--- src/hdl/ecal_pkg.sv ---
`default_nettype none

package ecal_pkg;

  // Widths of the quotients produced by the front end.
  localparam int DAYS_W = 15;
  localparam int HOUR_W = 5;
  localparam int MIN_W  = 6;

  localparam logic [30:0] SECS_PER_DAY  = 31'd86400;
  localparam logic [30:0] SECS_PER_HOUR = 31'd3600;
  localparam logic [30:0] SECS_PER_MIN  = 31'd60;

  // Each divisor is a power of two times an odd part: 86400 = 128 * 675,
  // 3600 = 16 * 225 and 60 = 4 * 15. Once the power of two is shifted out, the
  // product with the rounded-up reciprocal of the odd part, shifted right, is the
  // exact quotient over the whole range of the shifted count.
  localparam logic [24:0] DAY_RECIP        = 25'd25451659;
  localparam int          DAY_RECIP_SHIFT  = 34;
  localparam logic [13:0] HOUR_RECIP       = 14'd9321;
  localparam int          HOUR_RECIP_SHIFT = 21;
  localparam logic [10:0] MIN_RECIP        = 11'd1093;
  localparam int          MIN_RECIP_SHIFT  = 14;

  localparam logic [10:0] BASE_YEAR      = 11'd1970;
  localparam logic [6:0]  CENTURY_START  = 7'd70;
  localparam logic [6:0]  CENTURY_LAST   = 7'd99;
  localparam logic [8:0]  QUAD_START     = 9'd370;
  localparam logic [8:0]  QUAD_LAST      = 9'd399;
  localparam logic [2:0]  EPOCH_WEEKDAY  = 3'd4;
  localparam logic [8:0]  YEAR_DAYS      = 9'd365;
  localparam logic [8:0]  LEAP_YEAR_DAYS = 9'd366;
  localparam logic [8:0]  WEEKS_52_DAYS  = 9'd364;
  localparam logic [4:0]  WEEKS_4_DAYS   = 5'd28;

  localparam logic [3:0] MONTH_JAN = 4'd0;
  localparam logic [3:0] MONTH_FEB = 4'd1;
  localparam logic [3:0] MONTH_APR = 4'd3;
  localparam logic [3:0] MONTH_JUN = 4'd5;
  localparam logic [3:0] MONTH_SEP = 4'd8;
  localparam logic [3:0] MONTH_NOV = 4'd10;
  localparam logic [3:0] MONTH_DEC = 4'd11;

  typedef enum logic [2:0] {
    F_IDLE,
    F_DAYS,
    F_HOURS,
    F_MINS,
    F_PUSH
  } front_state_t;

  typedef enum logic [1:0] {
    B_IDLE,
    B_YEAR,
    B_MONTH,
    B_FINISH
  } back_state_t;

  // One split-up timestamp waiting between the front end and the back end.
  typedef struct packed {
    logic [DAYS_W-1:0] days;
    logic [HOUR_W-1:0] hours;
    logic [MIN_W-1:0]  minutes;
    logic [5:0]        seconds;
  } slot_t;

  function automatic logic [4:0] month_len(input logic [3:0] month, input logic leap);
    logic [4:0] len;
    begin
      case (month)
        MONTH_FEB: len = leap ? 5'd29 : 5'd28;
        MONTH_APR, MONTH_JUN, MONTH_SEP, MONTH_NOV: len = 5'd30;
        default: len = 5'd31;
      endcase
      return len;
    end
  endfunction

  // Sum of two weekday offsets, each below seven, folded back below seven.
  function automatic logic [2:0] add_mod7(input logic [2:0] a, input logic [2:0] b);
    logic [3:0] s;
    begin
      s = {1'b0, a} + {1'b0, b};
      if (s >= 4'd7) begin
        s = s - 4'd7;
      end
      return s[2:0];
    end
  endfunction

  // Remainder by seven of a value below forty-two.
  function automatic logic [2:0] mod7_small(input logic [5:0] v);
    logic [5:0] r;
    begin
      r = v;
      for (int i = 0; i < 5; i++) begin
        if (r >= 6'd7) begin
          r = r - 6'd7;
        end
      end
      return r[2:0];
    end
  endfunction

endpackage

`default_nettype wire

--- src/hdl/ecal_front.sv ---
`default_nettype none

module ecal_front (
  input  wire logic          clk,
  input  wire logic          rst,
  input  wire logic          time_valid,
  output logic               time_stall,
  input  wire logic [30:0]   epoch_seconds,
  output logic               push_valid,
  input  wire logic          push_stall,
  output ecal_pkg::slot_t    push_slot
);

  ecal_pkg::front_state_t state, state_next;

  logic [30:0] acc;
  logic [ecal_pkg::DAYS_W-1:0] quo;
  logic        step;
  logic [ecal_pkg::DAYS_W-1:0] days;
  logic [ecal_pkg::HOUR_W-1:0] hours;
  logic [ecal_pkg::MIN_W-1:0]  minutes;

  logic [48:0] day_prod;
  logic [26:0] hour_prod;
  logic [20:0] min_prod;
  logic [30:0] quo_back;

  // Quotient estimates from the count with the divisor's power of two shifted out.
  assign day_prod  = {25'b0, acc[30:7]} * {24'b0, ecal_pkg::DAY_RECIP};
  assign hour_prod = {14'b0, acc[16:4]} * {13'b0, ecal_pkg::HOUR_RECIP};
  assign min_prod  = {11'b0, acc[11:2]} * {10'b0, ecal_pkg::MIN_RECIP};

  // The registered quotient times its divisor, taken back off the count.
  always_comb begin
    case (state)
      ecal_pkg::F_DAYS:
        quo_back = {{(31-ecal_pkg::DAYS_W){1'b0}}, quo} * ecal_pkg::SECS_PER_DAY;
      ecal_pkg::F_HOURS:
        quo_back = {{(31-ecal_pkg::HOUR_W){1'b0}}, quo[ecal_pkg::HOUR_W-1:0]}
                   * ecal_pkg::SECS_PER_HOUR;
      ecal_pkg::F_MINS:
        quo_back = {{(31-ecal_pkg::MIN_W){1'b0}}, quo[ecal_pkg::MIN_W-1:0]}
                   * ecal_pkg::SECS_PER_MIN;
      default:
        quo_back = '0;
    endcase
  end

  always_comb begin
    state_next = state;
    case (state)
      ecal_pkg::F_IDLE:  if (time_valid) state_next = ecal_pkg::F_DAYS;
      ecal_pkg::F_DAYS:  if (step == 1'b0) state_next = ecal_pkg::F_HOURS;
      ecal_pkg::F_HOURS: if (step == 1'b0) state_next = ecal_pkg::F_MINS;
      ecal_pkg::F_MINS:  if (step == 1'b0) state_next = ecal_pkg::F_PUSH;
      ecal_pkg::F_PUSH:  if (!push_stall) state_next = ecal_pkg::F_IDLE;
      default:           state_next = ecal_pkg::F_IDLE;
    endcase
  end

  always_comb begin
    time_stall = (state != ecal_pkg::F_IDLE);
    push_valid = (state == ecal_pkg::F_PUSH);
    push_slot  = '{days: days, hours: hours, minutes: minutes, seconds: acc[5:0]};
  end

  always_ff @(posedge clk) begin
    if (rst) begin
      state <= ecal_pkg::F_IDLE;
    end else begin
      state <= state_next;
    end
  end

  // Each split first registers the quotient, then removes it from the count.
  always_ff @(posedge clk) begin
    case (state)
      ecal_pkg::F_IDLE: begin
        if (time_valid) begin
          acc  <= epoch_seconds;
          step <= 1'b1;
        end
      end
      ecal_pkg::F_DAYS: begin
        if (step) begin
          quo  <= day_prod[ecal_pkg::DAY_RECIP_SHIFT +: ecal_pkg::DAYS_W];
          step <= 1'b0;
        end else begin
          acc  <= acc - quo_back;
          days <= quo;
          step <= 1'b1;
        end
      end
      ecal_pkg::F_HOURS: begin
        if (step) begin
          quo  <= {{(ecal_pkg::DAYS_W-ecal_pkg::HOUR_W){1'b0}},
                   hour_prod[ecal_pkg::HOUR_RECIP_SHIFT +: ecal_pkg::HOUR_W]};
          step <= 1'b0;
        end else begin
          acc   <= acc - quo_back;
          hours <= quo[ecal_pkg::HOUR_W-1:0];
          step  <= 1'b1;
        end
      end
      ecal_pkg::F_MINS: begin
        if (step) begin
          quo  <= {{(ecal_pkg::DAYS_W-ecal_pkg::MIN_W){1'b0}},
                   min_prod[ecal_pkg::MIN_RECIP_SHIFT +: ecal_pkg::MIN_W]};
          step <= 1'b0;
        end else begin
          acc     <= acc - quo_back;
          minutes <= quo[ecal_pkg::MIN_W-1:0];
          step    <= 1'b1;
        end
      end
      default: begin
      end
    endcase
  end

endmodule

`default_nettype wire

--- src/hdl/ecal_queue.sv ---
`default_nettype none

module ecal_queue #(
  parameter int DEPTH = 2
) (
  input  wire logic            clk,
  input  wire logic            rst,
  input  wire logic            push_valid,
  output logic                 push_stall,
  input  wire ecal_pkg::slot_t push_slot,
  output logic                 pop_valid,
  input  wire logic            pop_stall,
  output ecal_pkg::slot_t      pop_slot
);

  localparam int PTR_W = (DEPTH > 1) ? $clog2(DEPTH) : 1;
  localparam int CNT_W = $clog2(DEPTH + 1);

  ecal_pkg::slot_t slots [DEPTH];

  logic [PTR_W-1:0] wr_ptr;
  logic [PTR_W-1:0] rd_ptr;
  logic [CNT_W-1:0] count;

  logic do_push;
  logic do_pop;

  assign push_stall = (count == CNT_W'(DEPTH));
  assign pop_valid  = (count != '0);
  assign pop_slot   = slots[rd_ptr];
  assign do_push    = push_valid && !push_stall;
  assign do_pop     = pop_valid && !pop_stall;

  always_ff @(posedge clk) begin
    if (rst) begin
      wr_ptr <= '0;
      rd_ptr <= '0;
      count  <= '0;
    end else begin
      if (do_push) begin
        wr_ptr <= (wr_ptr == PTR_W'(DEPTH - 1)) ? '0 : wr_ptr + 1'b1;
      end
      if (do_pop) begin
        rd_ptr <= (rd_ptr == PTR_W'(DEPTH - 1)) ? '0 : rd_ptr + 1'b1;
      end
      if (do_push && !do_pop) begin
        count <= count + 1'b1;
      end else if (do_pop && !do_push) begin
        count <= count - 1'b1;
      end
    end
  end

  always_ff @(posedge clk) begin
    if (do_push) begin
      slots[wr_ptr] <= push_slot;
    end
  end

endmodule

`default_nettype wire

--- src/hdl/ecal_back.sv ---
`default_nettype none

module ecal_back (
  input  wire logic            clk,
  input  wire logic            rst,
  input  wire logic            pop_valid,
  output logic                 pop_stall,
  input  wire ecal_pkg::slot_t pop_slot,
  output logic                 date_valid,
  input  wire logic            date_stall,
  output logic [5:0]           sec_of_min,
  output logic [5:0]           min_of_hour,
  output logic [4:0]           hour_of_day,
  output logic [2:0]           weekday,
  output logic [4:0]           day_of_month,
  output logic [3:0]           month_num,
  output logic [10:0]          year_num
);

  ecal_pkg::back_state_t state, state_next;

  logic [ecal_pkg::DAYS_W-1:0] days_acc;
  logic [10:0] year;
  logic [6:0]  cent;
  logic [8:0]  quad;
  logic [3:0]  month_idx;
  logic [2:0]  wd;
  logic [ecal_pkg::HOUR_W-1:0] hours;
  logic [ecal_pkg::MIN_W-1:0]  minutes;
  logic [5:0]  seconds;

  logic       leap;
  logic [8:0] ylen;
  logic [4:0] mlen;
  logic       year_done;
  logic       month_done;
  logic       out_free;

  // The century counters give the Gregorian exceptions without any divider.
  assign leap       = (cent == '0) ? (quad == '0) : (year[1:0] == 2'b00);
  assign ylen       = leap ? ecal_pkg::LEAP_YEAR_DAYS : ecal_pkg::YEAR_DAYS;
  assign mlen       = ecal_pkg::month_len(month_idx, leap);
  assign year_done  = days_acc < {{(ecal_pkg::DAYS_W-9){1'b0}}, ylen};
  assign month_done = (month_idx == ecal_pkg::MONTH_DEC)
                      || (days_acc < {{(ecal_pkg::DAYS_W-5){1'b0}}, mlen});
  assign out_free   = !date_valid || !date_stall;

  always_comb begin
    state_next = state;
    case (state)
      ecal_pkg::B_IDLE:   if (pop_valid) state_next = ecal_pkg::B_YEAR;
      ecal_pkg::B_YEAR:   if (year_done) state_next = ecal_pkg::B_MONTH;
      ecal_pkg::B_MONTH:  if (month_done) state_next = ecal_pkg::B_FINISH;
      ecal_pkg::B_FINISH: if (out_free) state_next = ecal_pkg::B_IDLE;
      default:            state_next = ecal_pkg::B_IDLE;
    endcase
  end

  always_comb begin
    pop_stall = (state != ecal_pkg::B_IDLE);
  end

  always_ff @(posedge clk) begin
    if (rst) begin
      state      <= ecal_pkg::B_IDLE;
      date_valid <= 1'b0;
    end else begin
      state <= state_next;
      if (state == ecal_pkg::B_FINISH && out_free) begin
        date_valid <= 1'b1;
      end else if (!date_stall) begin
        date_valid <= 1'b0;
      end
    end
  end

  always_ff @(posedge clk) begin
    case (state)
      ecal_pkg::B_IDLE: begin
        if (pop_valid) begin
          days_acc <= pop_slot.days;
          hours    <= pop_slot.hours;
          minutes  <= pop_slot.minutes;
          seconds  <= pop_slot.seconds;
          year     <= ecal_pkg::BASE_YEAR;
          cent     <= ecal_pkg::CENTURY_START;
          quad     <= ecal_pkg::QUAD_START;
          wd       <= ecal_pkg::EPOCH_WEEKDAY;
        end
      end
      ecal_pkg::B_YEAR: begin
        if (year_done) begin
          month_idx <= ecal_pkg::MONTH_JAN;
        end else begin
          days_acc <= days_acc - {{(ecal_pkg::DAYS_W-9){1'b0}}, ylen};
          year     <= year + 11'd1;
          cent     <= (cent == ecal_pkg::CENTURY_LAST) ? '0 : cent + 7'd1;
          quad     <= (quad == ecal_pkg::QUAD_LAST) ? '0 : quad + 9'd1;
          // A year moves the weekday on by its length beyond whole weeks.
          wd       <= ecal_pkg::add_mod7(wd, 3'(ylen - ecal_pkg::WEEKS_52_DAYS));
        end
      end
      ecal_pkg::B_MONTH: begin
        if (!month_done) begin
          days_acc  <= days_acc - {{(ecal_pkg::DAYS_W-5){1'b0}}, mlen};
          month_idx <= month_idx + 4'd1;
          wd        <= ecal_pkg::add_mod7(wd, 3'(mlen - ecal_pkg::WEEKS_4_DAYS));
        end
      end
      ecal_pkg::B_FINISH: begin
        if (out_free) begin
          sec_of_min   <= seconds;
          min_of_hour  <= minutes;
          hour_of_day  <= hours;
          weekday      <= ecal_pkg::mod7_small({3'b000, wd} + {1'b0, days_acc[4:0]});
          day_of_month <= days_acc[4:0] + 5'd1;
          month_num    <= month_idx + 4'd1;
          year_num     <= year;
        end
      end
      default: begin
      end
    endcase
  end

  a_weekday_range: assert property (@(posedge clk) disable iff (rst)
    (state != ecal_pkg::B_IDLE) |-> (wd < 3'd7))
    else $error("weekday offset left its range");

  a_century_phase: assert property (@(posedge clk) disable iff (rst)
    (state != ecal_pkg::B_IDLE) |-> (cent[1:0] == year[1:0]))
    else $error("century counter out of step with the year");

  a_month_entry: assert property (@(posedge clk) disable iff (rst)
    (state == ecal_pkg::B_MONTH)
    |-> (days_acc < {{(ecal_pkg::DAYS_W-9){1'b0}}, ecal_pkg::LEAP_YEAR_DAYS})
        && (month_idx <= ecal_pkg::MONTH_DEC))
    else $error("month walk started with more than a year of days");

  a_day_fits: assert property (@(posedge clk) disable iff (rst)
    (state == ecal_pkg::B_FINISH) |-> (days_acc < {{(ecal_pkg::DAYS_W-5){1'b0}}, 5'd31}))
    else $error("day of month overflow");

endmodule

`default_nettype wire

--- src/hdl/epoch_seconds_to_calendar.sv ---
// A time transfer passes through the front end, a slot of the queue and the back end before
// its date transfer. The back end takes a new timestamp only once it has finished the last:
// its walk takes year lengths, then month lengths, off the day count, so it runs longer,
// and items pass more slowly, for later years and months. The front end likewise takes a
// new time only once it has pushed the last.
// Reset (rst, synchronous, active high) empties the queue, idles both halves and drops
// any pending result; no clearing pass is needed.
`default_nettype none

module epoch_seconds_to_calendar #(
  parameter int QUEUE_DEPTH = 2
) (
  input  wire logic        clk,
  input  wire logic        rst,
  input  wire logic        time_valid,
  output logic             time_stall,
  input  wire logic [30:0] epoch_seconds,
  output logic             date_valid,
  input  wire logic        date_stall,
  output logic [5:0]       sec_of_min,
  output logic [5:0]       min_of_hour,
  output logic [4:0]       hour_of_day,
  output logic [2:0]       weekday,
  output logic [4:0]       day_of_month,
  output logic [3:0]       month_num,
  output logic [10:0]      year_num
);

  // The front end splits the count into whole days and the time of day by
  // reciprocal multiplication: for the day, the hour and the minute in turn, the
  // quotient is registered and taken back off the count in the cycle after, the
  // final remainder being the second. Each split timestamp is then a transfer
  // into a short queue.
  logic            push_valid;
  logic            push_stall;
  ecal_pkg::slot_t push_slot;

  // The back end pulls from the queue and walks the day count year by year, then
  // month by month, tracking the weekday as it goes so that no modulo of the full
  // day count is needed. Its result register lets the next item begin while the
  // previous result still waits for its transfer.
  logic            pop_valid;
  logic            pop_stall;
  ecal_pkg::slot_t pop_slot;

  ecal_front u_front (
    .clk           (clk),
    .rst           (rst),
    .time_valid    (time_valid),
    .time_stall    (time_stall),
    .epoch_seconds (epoch_seconds),
    .push_valid    (push_valid),
    .push_stall    (push_stall),
    .push_slot     (push_slot)
  );

  ecal_queue #(
    .DEPTH (QUEUE_DEPTH)
  ) u_queue (
    .clk        (clk),
    .rst        (rst),
    .push_valid (push_valid),
    .push_stall (push_stall),
    .push_slot  (push_slot),
    .pop_valid  (pop_valid),
    .pop_stall  (pop_stall),
    .pop_slot   (pop_slot)
  );

  ecal_back u_back (
    .clk          (clk),
    .rst          (rst),
    .pop_valid    (pop_valid),
    .pop_stall    (pop_stall),
    .pop_slot     (pop_slot),
    .date_valid   (date_valid),
    .date_stall   (date_stall),
    .sec_of_min   (sec_of_min),
    .min_of_hour  (min_of_hour),
    .hour_of_day  (hour_of_day),
    .weekday      (weekday),
    .day_of_month (day_of_month),
    .month_num    (month_num),
    .year_num     (year_num)
  );

endmodule

`default_nettype wire
--- config.mk ---
export PLATFORM = sky130hd
export DESIGN_NAME = epoch_seconds_to_calendar
export DESIGN_NICKNAME = d
export VERILOG_FILES = /design/src/hdl/ecal_pkg.sv /design/src/hdl/ecal_front.sv /design/src/hdl/ecal_queue.sv /design/src/hdl/ecal_back.sv /design/src/hdl/epoch_seconds_to_calendar.sv
export SDC_FILE = /design/constraint.sdc
export NUM_CORES = 1
export LEC_CHECK = 0
export ABC_AREA = 1
export BUFFER_PORTS_ARGS = -buffer_cell sky130_fd_sc_hd__buf_2
export CORE_ASPECT_RATIO = 0.9
export CORE_UTILIZATION = 33
export DETAILED_ROUTE_END_ITERATION = 12
export SLEW_MARGIN = 10
export SYNTH_ARGS = -nofsm -noshare
export SYNTH_HDL_FRONTEND = slang
export SYNTH_SLANG_ARGS = --single-unit
--- constraint.sdc ---
create_clock -name clk -period 12.2 [get_ports clk]
set_input_delay 2.44 -clock clk [delete_from_list [all_inputs] [get_ports clk]]
set_output_delay 2.44 -clock clk [all_outputs]
set_load 0.02 [all_outputs]
==> results of run 1 <==
## kinds of logic (layout without fill, tap and decap cells)
logic type / after synthesis / count (layout) / share of synthesized area
AND/OR/NAND/NOR: 850 / 850 / 0.130
adder cells (fa/ha/maj): 804 / 804 / 0.413
buffers and inverters: 687 / 806 / 0.0892
AO/OA/AOI/OAI: 478 / 478 / 0.0928
flip-flops: 254 / 254 / 0.260
XOR/XNOR: 48 / 48 / 0.0148
other: 0 / 1 / 0
## sequential cells by signal (all words and copies together), names as in the netlist, 4 cells and up, named ones only
| name | cells |
|---|---|
| u_queue.slots | 64 |
| u_front.acc | 31 |
| u_back.days_acc | 15 |
| u_front.days | 15 |
| u_front.quo | 15 |
| u_back.year | 11 |
| u_back.year_num | 11 |
| u_back.quad | 9 |
| u_back.cent | 7 |
| u_back.min_of_hour | 6 |
| u_back.minutes | 6 |
| u_back.sec_of_min | 6 |
| u_back.seconds | 6 |
| u_front.minutes | 6 |
| u_back.day_of_month | 5 |
| u_back.hour_of_day | 5 |
| u_back.hours | 5 |
| u_front.hours | 5 |
| u_back.month_idx | 4 |
| u_back.month_num | 4 |
## cell usage after synthesis, drive strengths merged, types with 10 or more instances
cell type and instances:
inv 655, ha 552, nand2 431, fa 252
edfxtp 243, nor2 209, a21oi 199, o21ai 170
nand3 105, nor3 35, or2 34, xor2 34
clkbuf 26, nand4 22, a31oi 18, xnor2 14
dfxtp 11, o221ai 11, o21a 10
## worst max path at each step
stage,slack (ns),endpoint,cells after the start
after floorplan,6.37,u_front.quo[4]$_DFFE_PP_,22
after global placement,5.52,u_front.acc[29]$_DFFE_PP_,31
after detailed placement,5.54,u_front.acc[28]$_DFFE_PP_,28
after CTS,5.49,u_front.acc[29]$_DFFE_PP_,31
after global routing,4.90,u_front.acc[28]$_DFFE_PP_,28
final,5.47,u_front.acc[29]$_DFFE_PP_,31
## worst max-delay path: cells and delay by family, from the launching register on
kind | cells | cell delay (ns)
adder cells (fa/ha/maj) | 7 | 2.80
flip-flops | 1 | 0.73
AND/OR/NAND/NOR | 11 | 1.53
AO/OA/AOI/OAI | 7 | 1.10
buffers and inverters | 6 | 0.40
## layer usage
layer,up-vias,GRT usage,share of wire
met3,114,0.0395,0.079
li1,10524,-,-
met2,540,0.247,0.41
met5,-,0,0.00011
met4,2,0.0385,0.026
met1,9887,0.238,0.48
## per-stage QoR
stage / hold slack, ns / instances / instance area, um2 / utilization / setup WS [ns]
2_1_floorplan: 0.400 / 3121 / 28900 / - / 6.37
3_3_place_gp: 0.403 / 4332 / 30800 / 0.357 / 5.52
3_5_place_dp: 0.408 / 4332 / 30800 / 0.357 / 5.54
4_1_cts: 0.420 / 4384 / 31800 / 0.368 / 5.49
5_1_grt: 0.436 / 4384 / 31800 / 0.368 / 4.90
6_report: 0.417 / 4385 / 31800 / 0.368 / 5.47
## layout make-up
| class | count | area (um2) | area share |
|---|---|---|---|
| Timing Repair Buffer | 96 | 531 | 0.0167 |
| Sequential cell | 254 | 7520 | 0.237 |
| Multi-Input combinational cell | 2180 | 18900 | 0.594 |
| Tap cell | 1144 | 1430 | 0.0450 |
| Inverter | 658 | 2470 | 0.0777 |
| Clock buffer | 35 | 737 | 0.0232 |
| Antenna cell | 1 | 2.50 | 0.0000788 |
| Clock inverter | 17 | 198 | 0.00622 |
==> flow_metrics.env, run 1 <==
export IMPL_startpoint="u_front.quo[3]$_DFFE_PP_"
export IMPL_grt_ovfl_total=0
export IMPL_grtUsageTotal=0.165
export IMPL_start_kind="flip-flop"
export IMPL_die_h_um=283
export IMPL_ys_ff_latch=254
export IMPL_tightest_slew_ns=1.17
export IMPL_cpPeakStageDelay_ns=0.73
export IMPL_clk_latency_ns=0.57
export IMPL_area_growth_pct=9.80
export IMPL_cts_tree="built"
export IMPL_clock_skew_ns=0.0173
export IMPL_firstDrtPassIters=6
export IMPL_yosys_area_top_type="edfxtp_1"
export IMPL_drt_total_wl_um=72900
export IMPL_synth_warnings=0
export IMPL_r2r_setup_slack_ns=5.47
export IMPL_nNetsFinal=4057
export IMPL_avgViaCountPerCell=4.80
export IMPL_critPathCaptureType="flip-flop"
export IMPL_synth_top_area_frac=0.252
export IMPL_antenna_left=0
export IMPL_r2r_end="u_front.acc[29]$_DFFE_PP_"
export IMPL_synth_avg_cell_area_um2=9.27
export IMPL_final_common_cell="inv_1"
export IMPL_io_buffer_count=76
export IMPL_async_flop_share=0
export IMPL_cpMostUsedCell="inv_1"
export IMPL_synthFlopType="edfxtp_1"
export IMPL_slew_viol_final=0
export IMPL_num_rows=102
export IMPL_yosys_top_cells_area="edfxtp_1, ha_1, fa_1"
export IMPL_grt_start_max_net_pins=48
export IMPL_vias=21067
export IMPL_drive_gt1_frac=0.0725
export IMPL_period_share=0.552
export IMPL_coreArea_um2=86400
export IMPL_arrival_ns=7.13
export IMPL_maxSlewHeadroom=0.209
export IMPL_clkTransAtPathRegs_ns=0.06
export IMPL_drt_iter0_markers=1462
export IMPL_hold_end="u_back.min_of_hour[3]$_DFFE_PP_"
export IMPL_cp_max_fo=12
export IMPL_yosysSeqAreaShare=0.260
export IMPL_reg2reg_from="u_front.quo[3]$_DFFE_PP_"
export IMPL_ctsHtreeMaxLevel=1
export IMPL_io_pins=77
export IMPL_cts_resized=0
export IMPL_wl_per_cell_um=16.6
export IMPL_hp_class="reg -> reg"
export IMPL_initial_core_util=0.335
export IMPL_status="completed"
export IMPL_die_w_um=314
export IMPL_hold_depth=0
export IMPL_rsz0062_at_grt="false"
export IMPL_setup_viol=0
export IMPL_gp_congestion=0.953
export IMPL_drv_cap=0
export IMPL_dieArea_um2=88900
export IMPL_grt_pass1_wl_um=116000
export IMPL_cts_root_buf="clkbuf_16"
export IMPL_clock_fmax_mhz=149
export IMPL_hpwl_um=61000
export IMPL_drc_errors=0
export IMPL_numCtsBuffers=28
export IMPL_r2r_cells=31
export IMPL_fillers=8712
export IMPL_clock_path_buffers=3
export IMPL_postCtsSetupBuffers=0
export IMPL_synth_nets=3960
export IMPL_fin_crit_ns=6.73
export IMPL_antenna_found_initial=3
export IMPL_syn_area_um2=28900
export IMPL_netlist_instances=3121
export IMPL_hold_viol_final=0
export IMPL_slowest_stage="edfxtp_1"
export IMPL_setup_tns_ns=0
export IMPL_final_cell_mix="inv_1, ha_1, nand2_1, fa_1, edfxtp_1"
export IMPL_cts_sink_count=254
export IMPL_critPathRequiredTime_ns=12.60
export IMPL_synth_edff_count=243
export IMPL_synth_cell_type_count=60
export IMPL_path_class="reg -> reg"
export IMPL_holdBufCountCts=0
export IMPL_worstHoldStart="u_back.minutes[3]$_DFFE_PP_"
export IMPL_grt_pass1_vias=20963
Power of run 1 is left out: the tool's default activity adds up to more than one toggle a clock period on the data nets, which glitch-free logic cannot reach.
==> run 2, diff against run 1 <==
ABC_AREA = 0   (was 1)
clock period = 6.2 ns   (was 12.2 ns; I/O delays follow)
==> flow_metrics.env, run 2 <==
export IMPL_largest_reg_flops=64
export IMPL_synthFlopType="edfxtp_1"
export IMPL_cts_tree="built"
export IMPL_yosys_area_top_type="edfxtp_1"
export IMPL_largest_register="u_queue.slots"
export IMPL_drt_iter0_markers=1143
export IMPL_dieArea_um2=87100
export IMPL_antenna_found_initial=1
export IMPL_antenna_left=0
export IMPL_yosysSeqAreaShare=0.265
export IMPL_rsz0062_at_grt="true"
export IMPL_synth_top_area_frac=0.257
export IMPL_syn_area_um2=28300
export IMPL_io_pins=77
export IMPL_num_rows=101
export IMPL_clk_latency_ns=0.61
export IMPL_holdBufCountCts=0
export IMPL_final_cell_mix="ha_1, inv_1, buf_4, edfxtp_1, fa_1"
export IMPL_grt_pass1_vias=20387
export IMPL_top_regs="u_queue.slots: 64 flops, u_front.acc: 31 flops"
export IMPL_drive_gt1_frac=0.207
export IMPL_ctsHtreeMaxLevel=1
export IMPL_grt_met2_usage=0.255
export IMPL_firstDrtPassIters=5
export IMPL_wl_per_cell_um=16.5
export IMPL_hold_viol_final=0
export IMPL_slew_viol_final=0
export IMPL_clock_skew_ns=0.0231
export IMPL_stdcell_area_um2=34200
export IMPL_clkTransAtPathRegs_ns=0.07
export IMPL_dpl_cell_area_um2=32200
export IMPL_hp_class="reg -> reg"
export IMPL_status="complete, but fails checks"
export IMPL_grt_start_max_net_pins=43
export IMPL_numCtsBuffers=30
export IMPL_area_growth_pct=20.8
export IMPL_synth_common_cells="ha_1, inv_1, fa_1"
export IMPL_die_h_um=280
export IMPL_top_usage_layer="met2"
export IMPL_antenna_cells=0
export IMPL_grtUsageTotal=0.160
export IMPL_vias=19869
export IMPL_worst_slack_ns=-0.285
export IMPL_die_w_um=311
export IMPL_synth_warnings=0
export IMPL_yosysMostFrequentCell="ha_1"
export IMPL_io_buffer_count=76
export IMPL_critPathRequiredTime_ns=6.54
export IMPL_hpwl_um=57100
export IMPL_drv_cap=0
export IMPL_synth_edff_count=243
export IMPL_cp_max_fo=3
export IMPL_synth_cell_type_count=97
export IMPL_synth_nets=3495
export IMPL_nNetsFinal=3861
export IMPL_ys_ff_latch=254
export IMPL_start_kind="flip-flop"
export IMPL_drt_total_wl_um=69100
export IMPL_yosys_top_cells_area="edfxtp_1, ha_1, fa_1"
export IMPL_period_share=1.05
export IMPL_setup_viol=11
export IMPL_cts_sink_count=254
export IMPL_avgViaCountPerCell=4.75
export IMPL_fin_crit_ns=6.48
export IMPL_netlist_instances=2656
export IMPL_fillers=8209
export IMPL_coreArea_um2=84700
export IMPL_clock_path_buffers=3
export IMPL_clock_fmax_mhz=154
export IMPL_maxSlewHeadroom=0.287
export IMPL_arrival_ns=6.83
export IMPL_async_flop_share=0
export IMPL_synth_avg_cell_area_um2=10.7
export IMPL_cts_root_buf="clkbuf_16"
export IMPL_gr_usage_met3=0.0232
export IMPL_path_class="reg -> reg"
export IMPL_violations="negative setup slack"
export IMPL_gp_congestion=0.892
export IMPL_tightest_slew_ns=1.07
export IMPL_grt_pass1_wl_um=111000
export IMPL_grt_ovfl_total=0
export IMPL_critPathCaptureType="flip-flop"
export IMPL_final_common_cell="ha_1"
export IMPL_met1_usage=0.232
export IMPL_drc_errors=0
export IMPL_initial_core_util=0.335
run 2: cell types whose count changed in the layout (fill, tap and decap cells not counted), sizes merged, moves of 80 or more:
cell,previous run,this run
nand2,431,116
buf,96,377
inv,658,487
o21ai,170,86
a21oi,199,117
nor2,209,129
run 2: kinds of logic after synthesis:
family	after synthesis	share of synthesized area
adder cells (fa/ha/maj)	804	0.422
buffers and inverters	529	0.0711
AND/OR/NAND/NOR	456	0.0789
AO/OA/AOI/OAI	445	0.107
flip-flops	254	0.265
XOR/XNOR	129	0.0408
multiplexers	39	0.0149
run 2: cell type report:
class | count | area, um2 | share of cell area
Multi-Input combinational cell | 1873 | 19800 | 0.578
Inverter | 486 | 1830 | 0.0533
Clock inverter | 18 | 240 | 0.00702
Tap cell | 1133 | 1420 | 0.0414
Sequential cell | 254 | 7520 | 0.220
Timing Repair Buffer | 377 | 2680 | 0.0782
Clock buffer | 38 | 781 | 0.0228
run 2: per-layer routing:
layer	vias up	part of all wire	wire [um]
met4	0	0.018	1230
met2	366	0.44	30600
met3	80	0.046	3180
met1	9520	0.49	34200
li1	9903	-	-
met5	-	0	0
run 2: path summary, 6_finish.rpt:
kind	slack, ns	cells after the start	end	from
worst min register to register	0.42	0	u_back.min_of_hour[5]$_DFFE_PP_	u_back.minutes[5]$_DFFE_PP_
worst max-delay path	-0.28	21	u_front.quo[13]$_DFFE_PP_	u_front.acc[22]$_DFFE_PP_
worst max register to register	-0.28	21	u_front.quo[13]$_DFFE_PP_	u_front.acc[22]$_DFFE_PP_
worst min-delay path	0.42	0	u_back.min_of_hour[5]$_DFFE_PP_	u_back.minutes[5]$_DFFE_PP_
run 2: metrics by stage:
| stage | setup WS, ns | util | hold WS (ns) | std cells | setup TNS, ns |
|---|---|---|---|---|---|
| 5_1_grt | -0.498 | 0.404 | 0.425 | 4179 | -4.91 |
| 3_5_place_dp | -0.439 | 0.380 | 0.405 | 4079 | -3.34 |
| 4_1_cts | -0.279 | 0.396 | 0.419 | 4147 | -1.56 |
| 6_report | -0.285 | 0.404 | 0.416 | 4179 | -1.60 |
| 2_1_floorplan | -0.105 | - | 0.400 | 2656 | -0.144 |
| 3_3_place_gp | -0.367 | 0.380 | 0.402 | 4079 | -2.56 |
run 2: timing repair:
item,in CTS,in global routing
setup buffers,12,33
endpoints found under the setup margin,17,27
pin swaps,41,78
resized for setup,45,85
run 2: worst max-delay path: stages (launching register included):
cell and delay (ns):
edfxtp_1 0.45, fa_1 0.51, ha_1 0.31, inv_1 0.05, fa_1 0.35, inv_1 0.09
fa_1 0.52, fa_1 0.59, fa_1 0.44, fa_1 0.60, ha_4 0.22, a21oi_2 0.13
nor2b_1 0.07, o21ai_1 0.13, a211oi_1 0.12, a211o_1 0.30, o311a_4 0.39, o221ai_4 0.19
a211oi_2 0.11, or2_4 0.25, a211o_1 0.25, and3_4 0.16
Power of run 2 is left out for the same reason.
==> run 3, diff against run 2 <==
SKIP_CTS_REPAIR_TIMING = 1   (was not set)
==> flow_metrics.env, run 3 (synthesis results as in run 2) <==
export IMPL_status="complete, but fails checks"
export IMPL_violations="negative setup slack"
export IMPL_clkTransAtPathRegs_ns=0.06
export IMPL_wl_per_cell_um=16.5
export IMPL_clock_path_buffers=3
export IMPL_fin_crit_ns=6.57
export IMPL_cts_root_buf="clkbuf_16"
export IMPL_initial_core_util=0.335
export IMPL_tightest_slew_ns=1.06
export IMPL_layout_area_seq_um2=7520
export IMPL_firstDrtPassIters=5
export IMPL_dieArea_um2=87100
export IMPL_grt_pass1_wl_um=110000
export IMPL_drc_errors=0
export IMPL_hold_depth=0
export IMPL_crit_chain="buf_6, fa_1, ha_4, inv_2, fa_2, inv_2, fa_1, fa_1, fa_1, fa_1, ha_1, a21o_1, a211oi_2, o31ai_2, and4_4, o311a_4, o221ai_4, a211oi_2, or2_4, a211o_1, and3_4"
export IMPL_drive_gt1_frac=0.208
export IMPL_period_share=1.06
export IMPL_finalNonFillerCells=4181
export IMPL_clock_skew_ns=0.0233
export IMPL_final_common_cell="ha_1"
export IMPL_area_growth_pct=20.6
export IMPL_coreArea_um2=84700
export IMPL_avgViaCountPerCell=4.76
export IMPL_drt_total_wl_um=69100
export IMPL_antenna_left=0
export IMPL_hold_viol_final=0
export IMPL_gp_congestion=0.892
export IMPL_rsz0062_at_grt="true"
export IMPL_hp_class="reg -> reg"
export IMPL_hpwl_um=57100
export IMPL_grt_ovfl_total=0
export IMPL_multi_input_area_um2=19700
export IMPL_dp_cells=4079
export IMPL_post_place_ws_ns=-0.439
export IMPL_num_rows=101
export IMPL_die_h_um=280
export IMPL_clock_fmax_mhz=152
export IMPL_final_cell_mix="ha_1, inv_1, buf_4, edfxtp_1, fa_1"
export IMPL_cpPeakStageDelay_ns=0.58
export IMPL_arrival_ns=6.91
export IMPL_drt_iter0_markers=1108
export IMPL_die_w_um=311
export IMPL_r2r_cells=21
export IMPL_nNetsFinal=3863
export IMPL_drv_cap=0
export IMPL_path_class="reg -> reg"
export IMPL_slew_viol_final=0
export IMPL_cpMostUsedCell="fa_1"
export IMPL_ctsHtreeMaxLevel=1
export IMPL_numCtsBuffers=30
export IMPL_largest_register="u_queue.slots"
export IMPL_top_regs="u_queue.slots: 64 flops, u_front.acc: 31 flops"
export IMPL_io_buffer_count=76
export IMPL_vias=19900
export IMPL_antenna_found_initial=0
export IMPL_critPathCaptureType="flip-flop"
export IMPL_critPathRequiredTime_ns=6.54
export IMPL_grt_start_max_net_pins=43
export IMPL_slowest_stage="fa_2"
export IMPL_start_kind="flip-flop"
export IMPL_worst_slack_ns=-0.368
export IMPL_cp_max_fo=4
export IMPL_cts_tree="built"
export IMPL_grt_pass1_vias=20240
export IMPL_io_pins=77
export IMPL_cts_sink_count=254
export IMPL_grtUsageTotal=0.159
export IMPL_maxSlewHeadroom=0.293
export IMPL_clk_latency_ns=0.61
export IMPL_antenna_cells=0
export IMPL_fillers=8203
export IMPL_setup_viol=13
export IMPL_largest_reg_flops=64
export IMPL_setup_tns_ns=-2.70
==> run 3: area by class of cell <==
type / count / share of cell area
sequential: 254 / 0.220
timing repair buffer: 379 / 0.0790
multi-input combinational: 1873 / 0.576
inverter: 486 / 0.0534
clock buffer: 38 / 0.0228
clock inverter: 18 / 0.00703
tap: 1133 / 0.0415
==> run 3: critical path: cells and delay by family, from the launching register on <==
family / cells / cell delay (ns)
and+or+nand+nor: 3 / 0.61
buffers and inverters: 3 / 0.25
AOI/OAI and AO/OA: 7 / 1.50
adders and majority gates: 8 / 3.50
DFF: 1 / 0.45
==> run 3: worst paths after layout <==
path	from	to	slack, ns
setup / recovery	u_front.acc[13]$_DFFE_PP_	u_front.quo[13]$_DFFE_PP_	-0.37
hold reg to reg	u_back.minutes[5]$_DFFE_PP_	u_back.min_of_hour[5]$_DFFE_PP_	0.42
setup reg to reg	u_front.acc[13]$_DFFE_PP_	u_front.quo[13]$_DFFE_PP_	-0.37
hold / removal	u_back.minutes[5]$_DFFE_PP_	u_back.min_of_hour[5]$_DFFE_PP_	0.42
==> run 3: through the flow <==
step	cell area [um2]	util	hold slack, ns
2_1_floorplan	28600	-	0.400
6_report	34200	0.404	0.417
3_3_place_gp	32200	0.380	0.402
4_1_cts	33200	0.392	0.419
5_1_grt	34200	0.404	0.425
3_5_place_dp	32200	0.380	0.405
==> run 3: metal layers <==
metal / global-route usage / vias to the layer above / wire (um)
li1: - / 9908 / -
met1: 0.230 / 9530 / 33800
met2: 0.254 / 391 / 30700
met3: 0.0244 / 71 / 3480
met4: 0.0258 / 0 / 1110
met5: 0 / - / 0
Power of run 3 is left out for the same reason.
